`src/hw/rtl/ksort_pkg.sv`:
```
// Shared constants and types for the key sorter.
package ksort_pkg;
  localparam int unsigned DEF_MAX_ITEMS = 64;
  localparam int unsigned DEF_KEY_BITS  = 32;
  localparam int unsigned IO_KEY_BITS   = 32;
  localparam int unsigned MODE_BITS     = 2;
  localparam logic [MODE_BITS-1:0] MODE_ASC_U  = 2'd0;
  localparam logic [MODE_BITS-1:0] MODE_DESC_U = 2'd1;
  localparam logic [MODE_BITS-1:0] MODE_ASC_S  = 2'd2;
  localparam logic [MODE_BITS-1:0] MODE_DESC_S = 2'd3;
endpackage

```
`src/hw/rtl/ksort_ram.sv`:
```
// Generic single-port-write, single-port-read RAM with registered read.
module ksort_ram #(
  parameter int unsigned WIDTH = 32,
  parameter int unsigned DEPTH = 64,
  localparam int unsigned AW = (DEPTH > 1) ? $clog2(DEPTH) : 1
) (
  input  logic             clk,
  input  logic             we,
  input  logic [AW-1:0]    waddr,
  input  logic [WIDTH-1:0] wdata,
  input  logic [AW-1:0]    raddr,
  output logic [WIDTH-1:0] rdata
);
  logic [WIDTH-1:0] mem [DEPTH];

  always_ff @(posedge clk) begin
    if (we) mem[waddr] <= wdata;
    rdata <= mem[raddr];
  end
endmodule

```
`src/hw/rtl/ksort_cmp.sv`:
```
// Order comparator: true when key a must come after key b.
module ksort_cmp
  import ksort_pkg::*;
#(
  parameter int unsigned KEY_BITS = DEF_KEY_BITS
) (
  input  logic [MODE_BITS-1:0] mode,
  input  logic [KEY_BITS-1:0]  a,
  input  logic [KEY_BITS-1:0]  b,
  output logic                 after
);
  logic [KEY_BITS-1:0] flip;
  logic [KEY_BITS-1:0] ra;
  logic [KEY_BITS-1:0] rb;

  always_comb begin
    flip = '0;
    flip[KEY_BITS-1] = mode[1];
    ra = a ^ flip;
    rb = b ^ flip;
    after = mode[0] ? (ra < rb) : (ra > rb);
  end
endmodule

```
`src/hw/rtl/key_sorter.sv`:
```
// Top level of the key sorter: load, insertion sort in RAM, ordered drain.
// Keys of a set load one per cycle into a RAM. The transaction marked last
// starts a sort: an insertion sort over the RAM, one read or one write per
// cycle, with the key being inserted held in a register. The sort is then
// followed by draining: each result is read from the RAM (registered read)
// and then loaded into the output register, and a new read is issued only
// when the output register is empty or being taken. No input transaction
// is taken while a sort or drain runs. Keys past MAX_ITEMS are dropped and
// every result of that set carries overflow. Mode in force at the last key
// decides the order only if the user holds it until the sort ends; the
// block itself does not enforce this.
module key_sorter
  import ksort_pkg::*;
#(
  parameter int unsigned MAX_ITEMS = DEF_MAX_ITEMS,
  parameter int unsigned KEY_BITS  = DEF_KEY_BITS
) (
  input  logic                   clk,
  input  logic                   rst,
  input  logic                   cfg_we,
  input  logic [MODE_BITS-1:0]   cfg_wdata,
  input  logic                   in_valid,
  output logic                   in_stall,
  input  logic [IO_KEY_BITS-1:0] key_in,
  input  logic                   last_in,
  output logic                   out_valid,
  input  logic                   out_stall,
  output logic [IO_KEY_BITS-1:0] key_out,
  output logic                   last_out,
  output logic                   overflow
);
  localparam int unsigned AW = $clog2(MAX_ITEMS);
  localparam int unsigned CW = $clog2(MAX_ITEMS + 1);
  localparam logic [CW-1:0] CAP = CW'(MAX_ITEMS);

  localparam logic [2:0] S_LOAD  = 3'd0; // take keys
  localparam logic [2:0] S_ROUT  = 3'd1; // read key i as insert value
  localparam logic [2:0] S_RPREV = 3'd2; // read entry j-1
  localparam logic [2:0] S_CMP   = 3'd3; // compare entry j-1 with value
  localparam logic [2:0] S_DRAIN = 3'd4; // stream results

  logic [2:0]          state;
  logic [MODE_BITS-1:0] order_mode;
  logic [CW-1:0]       item_count;
  logic                dropped_flag;
  logic [CW-1:0]       i;     // outer index
  logic [CW-1:0]       j;     // hole position
  logic [KEY_BITS-1:0] v;     // key being inserted
  logic                v_ld;  // set: S_RPREV captures v from RAM
  logic [CW-1:0]       rd_cnt;  // drain: reads issued
  logic [CW-1:0]       out_cnt; // drain: results delivered
  logic                rd_pend; // drain: read data arrives this cycle

  logic                we;
  logic [AW-1:0]       waddr;
  logic [KEY_BITS-1:0] wdata;
  logic [AW-1:0]       raddr;
  logic [KEY_BITS-1:0] rdata;
  logic                after;
  logic                in_acc;
  logic                out_acc;
  logic                out_free;

  ksort_ram #(.WIDTH(KEY_BITS), .DEPTH(MAX_ITEMS)) u_ram (
    .clk(clk), .we(we), .waddr(waddr), .wdata(wdata),
    .raddr(raddr), .rdata(rdata)
  );

  ksort_cmp #(.KEY_BITS(KEY_BITS)) u_cmp (
    .mode(order_mode), .a(rdata), .b(v), .after(after)
  );

  assign in_stall = (state != S_LOAD);
  assign in_acc   = in_valid && !in_stall;
  assign out_acc  = out_valid && !out_stall;
  // Output slot free when empty or being taken this cycle.
  assign out_free = !out_valid || !out_stall;

  // RAM port steering.
  always_comb begin
    we    = 1'b0;
    waddr = item_count[AW-1:0];
    wdata = KEY_BITS'(key_in);
    raddr = i[AW-1:0];
    case (state)
      S_LOAD: begin
        we = in_acc && (item_count != CAP);
      end
      S_ROUT: begin
        raddr = i[AW-1:0];
      end
      S_RPREV: begin
        raddr = AW'(j - 1'b1);
      end
      S_CMP: begin
        // shift entry j-1 into j, or drop v into the hole
        we    = 1'b1;
        waddr = j[AW-1:0];
        wdata = (j != '0 && !v_ld && after) ? rdata : v;
      end
      S_DRAIN: begin
        raddr = rd_cnt[AW-1:0];
      end
      default: begin
        we = 1'b0;
      end
    endcase
  end

  always_ff @(posedge clk) begin
    if (rst) begin
      state        <= S_LOAD;
      order_mode   <= MODE_ASC_U;
      item_count   <= '0;
      dropped_flag <= 1'b0;
      out_valid    <= 1'b0;
      i            <= '0;
      j            <= '0;
      v_ld         <= 1'b0;
      rd_cnt       <= '0;
      out_cnt      <= '0;
      rd_pend      <= 1'b0;
    end else begin
      if (cfg_we) order_mode <= cfg_wdata;
      if (out_acc) out_valid <= 1'b0;
      case (state)
        S_LOAD: begin
          if (in_acc) begin
            if (item_count != CAP) item_count <= item_count + 1'b1;
            else dropped_flag <= 1'b1;
            if (last_in) begin
              // Empty sets are impossible: the last key is stored
              // unless capacity was reached, so count is at least 1.
              i     <= CW'(1);
              state <= S_ROUT;
            end
          end
        end
        S_ROUT: begin
          if (i >= item_count) begin
            rd_cnt  <= '0;
            out_cnt <= '0;
            rd_pend <= 1'b0;
            state   <= S_DRAIN;
          end else begin
            j     <= i;
            v_ld  <= 1'b1;
            state <= S_RPREV;
          end
        end
        S_RPREV: begin
          if (v_ld) v <= rdata;  // value of entry i from last read
          v_ld  <= 1'b0;
          state <= S_CMP;
        end
        S_CMP: begin
          if (j != '0 && after) begin
            j     <= j - 1'b1;
            state <= (j == CW'(1)) ? S_CMP : S_RPREV;
            if (j == CW'(1)) v_ld <= 1'b0;
          end else begin
            i     <= i + 1'b1;
            state <= S_ROUT;
          end
          // j reaching 0: next S_CMP writes v at 0 (after is ignored)
          if (j == '0) begin
            i     <= i + 1'b1;
            state <= S_ROUT;
          end
        end
        S_DRAIN: begin
          // one read in flight at most; present data when slot is free
          if (rd_pend) begin
            out_valid <= 1'b1;
            key_out   <= IO_KEY_BITS'(rdata);
            last_out  <= (out_cnt + 1'b1 == item_count);
            overflow  <= dropped_flag;
            out_cnt   <= out_cnt + 1'b1;
            rd_pend   <= 1'b0;
            if (out_cnt + 1'b1 == item_count) begin
              item_count   <= '0;
              dropped_flag <= 1'b0;
              state        <= S_LOAD;
            end
          end else if (out_free && rd_cnt != item_count && (out_acc || !out_valid)) begin
            rd_cnt  <= rd_cnt + 1'b1;
            rd_pend <= 1'b1;
          end
        end
        default: begin
          state <= S_LOAD;
        end
      endcase
    end
  end

  // Stored count never exceeds capacity.
  a_cap: assert property (@(posedge clk) disable iff (rst)
    item_count <= CAP) else $error("count beyond capacity");
  // Results only while draining.
  a_drain: assert property (@(posedge clk) disable iff (rst)
    $rose(out_valid) |-> $past(state) == S_DRAIN) else $error("stray result");
  // Input is never taken during sort or drain.
  a_noin: assert property (@(posedge clk) disable iff (rst)
    state != S_LOAD |-> in_stall) else $error("input taken while busy");
  // A held result is not overwritten.
  a_hold: assert property (@(posedge clk) disable iff (rst)
    out_valid && out_stall |=> out_valid && $stable(key_out))
    else $error("result lost");
endmodule
```
`config.mk`:
```
export PLATFORM = sky130hd
export DESIGN_NAME = key_sorter
export DESIGN_NICKNAME = d
export VERILOG_FILES = /design/src/hw/rtl/ksort_pkg.sv /design/src/hw/rtl/ksort_ram.sv /design/src/hw/rtl/ksort_cmp.sv /design/src/hw/rtl/key_sorter.sv
export SDC_FILE = /design/constraint.sdc
export NUM_CORES = 2
export LEC_CHECK = 0
export BUFFER_PORTS_ARGS = -buffer_cell sky130_fd_sc_hd__buf_2
export CAP_MARGIN = 40
export CORE_MARGIN = 2
export CORE_UTILIZATION = 25
export CTS_CLUSTER_DIAMETER = 200
export DETAILED_ROUTE_END_ITERATION = 7
export GPL_TIMING_DRIVEN = 1
export PLACE_DENSITY = 0.42
export SLEW_MARGIN = 20
export SYNTH_ARGS = -nofsm -noshare
export SYNTH_HDL_FRONTEND = slang
export SYNTH_HIERARCHICAL = 1
export SYNTH_SLANG_ARGS = --single-unit
```
`constraint.sdc`:
```
create_clock -name clk -period 15 [get_ports clk]
set_input_delay 3 -clock clk [delete_from_list [all_inputs] [get_ports clk]]
set_output_delay 3 -clock clk [all_outputs]
set_load 0.01 [all_outputs]
```
* Word-level counts from Yosys, hierarchy flattened
Memories as Yosys holds them, arrays and structs flattened. A register that Yosys moved wholly into a read port is not among the register bits. Index checks and enable logic that the tools add are counted.
Word-level totals: flip-flop bits (word level) 110, memories kept 1, output and inout port bits 36, memory bits (writable) 2048
Cells by class: equal/unequal tests 21, order comparisons 3, bitwise operators 3, reductions and logical operators 34, add/subtract/negate cells 5, mux-type cells 52
Memories:
- u_ram.mem | depth 64, bits a word 32, rd ports 1, clocked after Yosys merged registers in 1, wr ports 1, RTL line ksort_ram.sv:14 | logic [WIDTH-1:0] mem [DEPTH];
Operators with widths (number):
- $mux 7 | 14
- $pmux 7 s2 | 5
- $mux 32 | 2
- $xor 32x32->32 | 2
- $gt 32x32->1 | 1
- $lt 32x32->1 | 1
- $add 7x1->7 const B | 4
- $ne 2x2->1 const B | 12
- $mux 3 | 6
- $mux 1 | 17
- $reduce_and 4->1 | 4
- $pmux 3 s5 | 1
- $pmux 6 s2 | 1
- $reduce_and 3->1 | 4
- $reduce_and 5->1 | 2
- $logic_and 1x1->1 | 8
- $reduce_bool 2->1 | 4
- $eq 7x1->1 const B | 1
- $eq 7x7->1 | 1
- $ge 7x7->1 | 1
- $logic_not 7->1 | 1
- $ne 7x7->1 | 1
- $ne 7x7->1 const B | 1
- $reduce_bool 7->1 | 1
- other kinds (15) | 23

* Logic depth before layout (Yosys ltp)
word-level depth 7, gate-level depth with buffers 16, gate-level depth less buffers 14

* Cells and area by module
Netlist, hierarchy kept.
By module, submodules not included:
- ksort_ram | area each 78511.5 um2, instances 1, cells an instance 3324, seq. area each 62139.6 um2
- key_sorter | area each 5586.6 um2, instances 1, cells an instance 538, seq. area each 2862.7 um2
- ksort_cmp | area each 829.5 um2, instances 1, cells an instance 118, seq. area each 0.0 um2

* Worst setup path after synthesis
Ideal clock, no wire load.
path type input -> register, from input port rst, to register v[0] (enable), slack 7.700 ns, required time 14.487 ns, setup time 0.513 ns, stages on the path 3, arrival time 6.787 ns, cell sequence clkbuf_1 clkbuf_1 nor4b_1
Between the ends: cells in the longest elaborated chain, start to end 2
RTL lines:
- start, declared | RTL line key_sorter.sv:19 | input logic rst,
- $not 1->1 (no source line)
- $reduce_and 3->1 (no source line)
- end signal, assigned | RTL line key_sorter.sv:152 | if (v_ld) v <= rdata;
- end, declared | RTL line key_sorter.sv:48 | logic [KEY_BITS-1:0] v;
Every way passes these cells. A chain may end at the register's enable or synchronous reset.

* Worst setup path in the final report
from register state[1], to register u_ram.rdata[1], read port of u_ram.mem
Between the ends: cells in the longest elaborated chain, start to end 2, elaborated cells on any way between the ends 3
RTL lines:
- start, declared | RTL line key_sorter.sv:42 | logic [2:0] state;
- start signal, assigned | RTL line key_sorter.sv:159 | state <= (j == CW'(1)) ? S_CMP : S_RPREV;
- $eq 3x3->1 or $eq 3x2->1 (tied branches) | RTL line key_sorter.sv:85 | case (state)
- $pmux 6 s2 (*) | RTL line key_sorter.sv:85
- via raddr[0] | RTL line key_sorter.sv:57 | logic [AW-1:0] raddr;
- end, declared | RTL line ksort_ram.sv:12 | output logic [WIDTH-1:0] rdata
Mark *: on every way through the listed nets, which the timed path passes. The rest lies on a longest branch.

==> results.sh <==
export IMPL_maxCapViolCount=0
export IMPL_initialDrtViolationCount=4248
export IMPL_critPathKind="reg2reg"
export IMPL_routed_wirelength_um=255000
export IMPL_clockBufferDepth=4
export IMPL_hold_path_startpoint="dropped_flag"
export IMPL_die_x_um=587
export IMPL_max_slew_margin_rel_pct=31.9
export IMPL_synth_cell_types=74
export IMPL_maxSlewViolCount=0
export IMPL_post_synth_cell_area_avg_um2=21.3
export IMPL_nFillCells=33100
export IMPL_hp_class="reg2reg"
export IMPL_pwr_density_cell_mw_per_mm2=143
export IMPL_min_period_ps=6750
export IMPL_min_to="overflow"
export IMPL_dieArea_mm2=0.344
export IMPL_grt_max_degree=88
export IMPL_grt_pass1_wl_um=354000
export IMPL_status="finished, final reports clean"
export IMPL_insertion_delay_ps=890
export IMPL_start_util_pct=25.1
export IMPL_finalCritPeriodShare_pct=45.0
export IMPL_fmax_mhz=148
export IMPL_irDropWorstVdd_v=0.0000903
export IMPL_clk_pin_slew_ps=60
export IMPL_drt_vias_per_instance=4.65
export IMPL_holdPathStages=0
export IMPL_synthCells=3980
export IMPL_synthTopCellsByCount="edfxtp_1 (2114), mux4_2 (544), nor2_1 (172), mux2i_1 (129), a21oi_1 (108)"
export IMPL_synth_area_mm2=0.0849
export IMPL_grt_pass1_vias=43000
export IMPL_gr_usage_met3_pct=1.99
export IMPL_cts_setup_buffers=0
export IMPL_yosysMostFrequentCell="edfxtp_1"
export IMPL_dp_hpwl_um=145000
export IMPL_cts_max_level=4
export IMPL_synthFlopType="edfxtp_1"
export IMPL_synth_nets=4066
export IMPL_cts_tree="yes"
export IMPL_use_met1_pct=20.7
export IMPL_gp_congestion=0.761
export IMPL_p_clk_share_pct=39.4
export IMPL_worst_path_most_repeated_cell="buf_4"
export IMPL_timing_rr_end="u_ram/rdata[1]"
export IMPL_dpl_cell_area_mm2=0.0923
export IMPL_synth_top_cell_area_share_pct=74.7
export IMPL_synth_edf_count=2114
export IMPL_busiest_layer="met2"
export IMPL_cts_resized=0
export IMPL_core_area_mm2=0.339
export IMPL_required_ps=15670
export IMPL_slowest_delay_ps=790
export IMPL_detail_route_wl_per_cell_um=28.3
export IMPL_cts_root_buf="clkbuf_16"
export IMPL_cp_slowest_cell="o22ai_1"
export IMPL_drive_gt1_share_pct=28.3
export IMPL_grtUsageTotal_pct=14.5
export IMPL_cp_arrival_ps=7430
export IMPL_synth_compound_area_share_pct=2.74
export IMPL_area_growth_pct=17.7
export IMPL_io_pins=76
export IMPL_antenna_found_initial=13
export IMPL_grt_overflow=0
export IMPL_power_switching_uw=3580
export IMPL_utilization_pct=29.5
export IMPL_worstPathCellList="nand2b_1 -> a21oi_1 -> o22a_4 -> buf_4 -> buf_4 -> buf_4 -> mux4_2 -> mux4_2 -> o22ai_1 -> nor2_1"
export IMPL_die_height_um=587
export IMPL_r2r_start="state[1]"
export IMPL_fp_row_count=214
export IMPL_hold_viol_final=0
export IMPL_worst_pin_slew_ps=1020
export IMPL_ys_ff_latch=2190
export IMPL_p_int_uw=10700
export IMPL_clkSinkCount=2190
export IMPL_p_seq_share_pct=48.4
export IMPL_swShare_pct=25.0
export IMPL_leakage_uw=0.0300
export IMPL_setup_viol_count_final=0
export IMPL_tns_ps=0
export IMPL_muxShareOfSynthArea_pct=16.0
export IMPL_worst_slack_ps=8250
export IMPL_yosysSeqAreaShare_pct=76.5
export IMPL_layout_nets=4344
export IMPL_synth_top_family_by_area="multiplexers"
export IMPL_synth_largest_area_cell="edfxtp_1"
export IMPL_reg2reg_depth=10
export IMPL_synthArstFlopShare_pct=0
export IMPL_finClkSkew_ps=39.9
export IMPL_totalPowerFinal_uw=14300
export IMPL_cp_start_kind="flop"
export IMPL_synth_simple_gate_area_share_pct=2.26
export IMPL_use_met2_pct=23.5
export IMPL_drc=0
export IMPL_synth_warnings=6
export IMPL_preCtsSetupSlack_ps=8280
export IMPL_synth_fa_ha_area_share_pct=0.678
export IMPL_vias=41800
export IMPL_cts_hold_fix_buffers=0
export IMPL_io_buffers=75
export IMPL_synth_xor_area_share_pct=0.320
export IMPL_rsz0062_at_grt="false"
export IMPL_design_area_mm2=0.100
export IMPL_path_max_fanout=31
export IMPL_p_comb_share_pct=12.2
export IMPL_cts_inserted_buffers=234
export IMPL_firstDrtPassIters=7
export IMPL_yosys_top_cells_area="edfxtp_1 (75%), mux4_2 (14%), dfxtp_1 (1.8%)"
export IMPL_postRouteAntennaNets=0
export IMPL_crit_path_end_kind="flop"
export IMPL_regToRegSetupSlack_ps=8250
-- layout by cell type, fill, tap and decap left out, types with 39 or more instances in the layout --
| master | count |
|---|---|
| a21oi_1 | 108 |
| buf_2 | 75 |
| buf_4 | 150 |
| clkbuf_1 | 60 |
| clkbuf_16 | 236 |
| clkinv_1 | 43 |
| clkinv_2 | 39 |
| dfxtp_1 | 76 |
| edfxtp_1 | 2114 |
| ha_1 | 46 |
| inv_1 | 50 |
| mux2i_1 | 129 |
| mux4_2 | 544 |
| nand2_1 | 93 |
| nor2_1 | 109 |
| nor2_4 | 64 |
| o22ai_1 | 85 |
-- cells by family (layout without fill, tap and decap cells) --
kind of cell               Yosys count  count (layout)
muxes                              677             677
xor gates and xnor gates            31              31
other                                0               9
and+or+nand+nor                    410             410
buffers and inverters              263             730
AOI/OAI and AO/OA                  363             363
DFF                               2190            2190
adders and majority gates           46              46
-- registers in the layout, indices dropped and copies added (netlist names), 2 cells and up --
register	count
state	3
out_cnt	7
rd_cnt	7
u_ram/rdata	32
v	32
u_ram/mem	2048
i	7
key_out	32
item_count	7
j	7
order_mode	2
-- how the worst max path moves through the flow --
stage | end | from | slack, ps | cells after the start
floorplan | v[0] | rst | 7700 | 3
global route | u_ram/rdata[1] | state[1] | 7930 | 10
detailed placement | u_ram/rdata[6] | state[1] | 8280 | 11
global placement | u_ram/rdata[13] | state[1] | 7640 | 10
finish | u_ram/rdata[1] | state[1] | 8250 | 10
CTS | u_ram/rdata[6] | state[1] | 8250 | 11
-- area by class of cell --
| class | instances | area (um2) | share of cell area [%] |
|---|---|---|---|
| antenna | 9 | 22.5 | 0.0225 |
| inverter | 50 | 188 | 0.188 |
| clock inverter | 112 | 990 | 0.990 |
| sequential | 2190 | 65000 | 65.0 |
| timing repair buffer | 255 | 2130 | 2.13 |
| tap | 4536 | 5680 | 5.68 |
| clock buffer | 313 | 6360 | 6.37 |
| multi-input combinational | 1527 | 19600 | 19.6 |
-- through the flow --
| step | cells | hold slack [ps] |
|---|---|---|
| after global routing | 8984 | 438 |
| after CTS | 8970 | 426 |
| after floorplan | 3980 | 399 |
| after global placement | 8528 | 411 |
| final | 8992 | 424 |
| after detailed placement | 8545 | 411 |
-- critical path: cells and delay by family (launching register included) --
family	cells	cell delay [ps]
and+or+nand+nor	2	760
AOI/OAI and AO/OA	3	2070
muxes	2	1100
buffers and inverters	3	1930
DFF	1	540
-- layer usage --
layer  share of wire, %  wire, um
met5                  0         0
met4                2.3      5950
met3                4.7     12000
met2                 47    120000
met1                 46    117000
-- power by group through the flow --
stage	Clock [uW]	Sequential, uW	Combinational (uW)
2_1_floorplan	0	7010	1060
3_3_place_gp	0	7060	1780
3_5_place_dp	0	7060	1780
4_1_cts	5800	6930	1790
5_1_grt	6010	6930	1870
6_report	5640	6920	1750
Power figures use the tool's default switching activity.
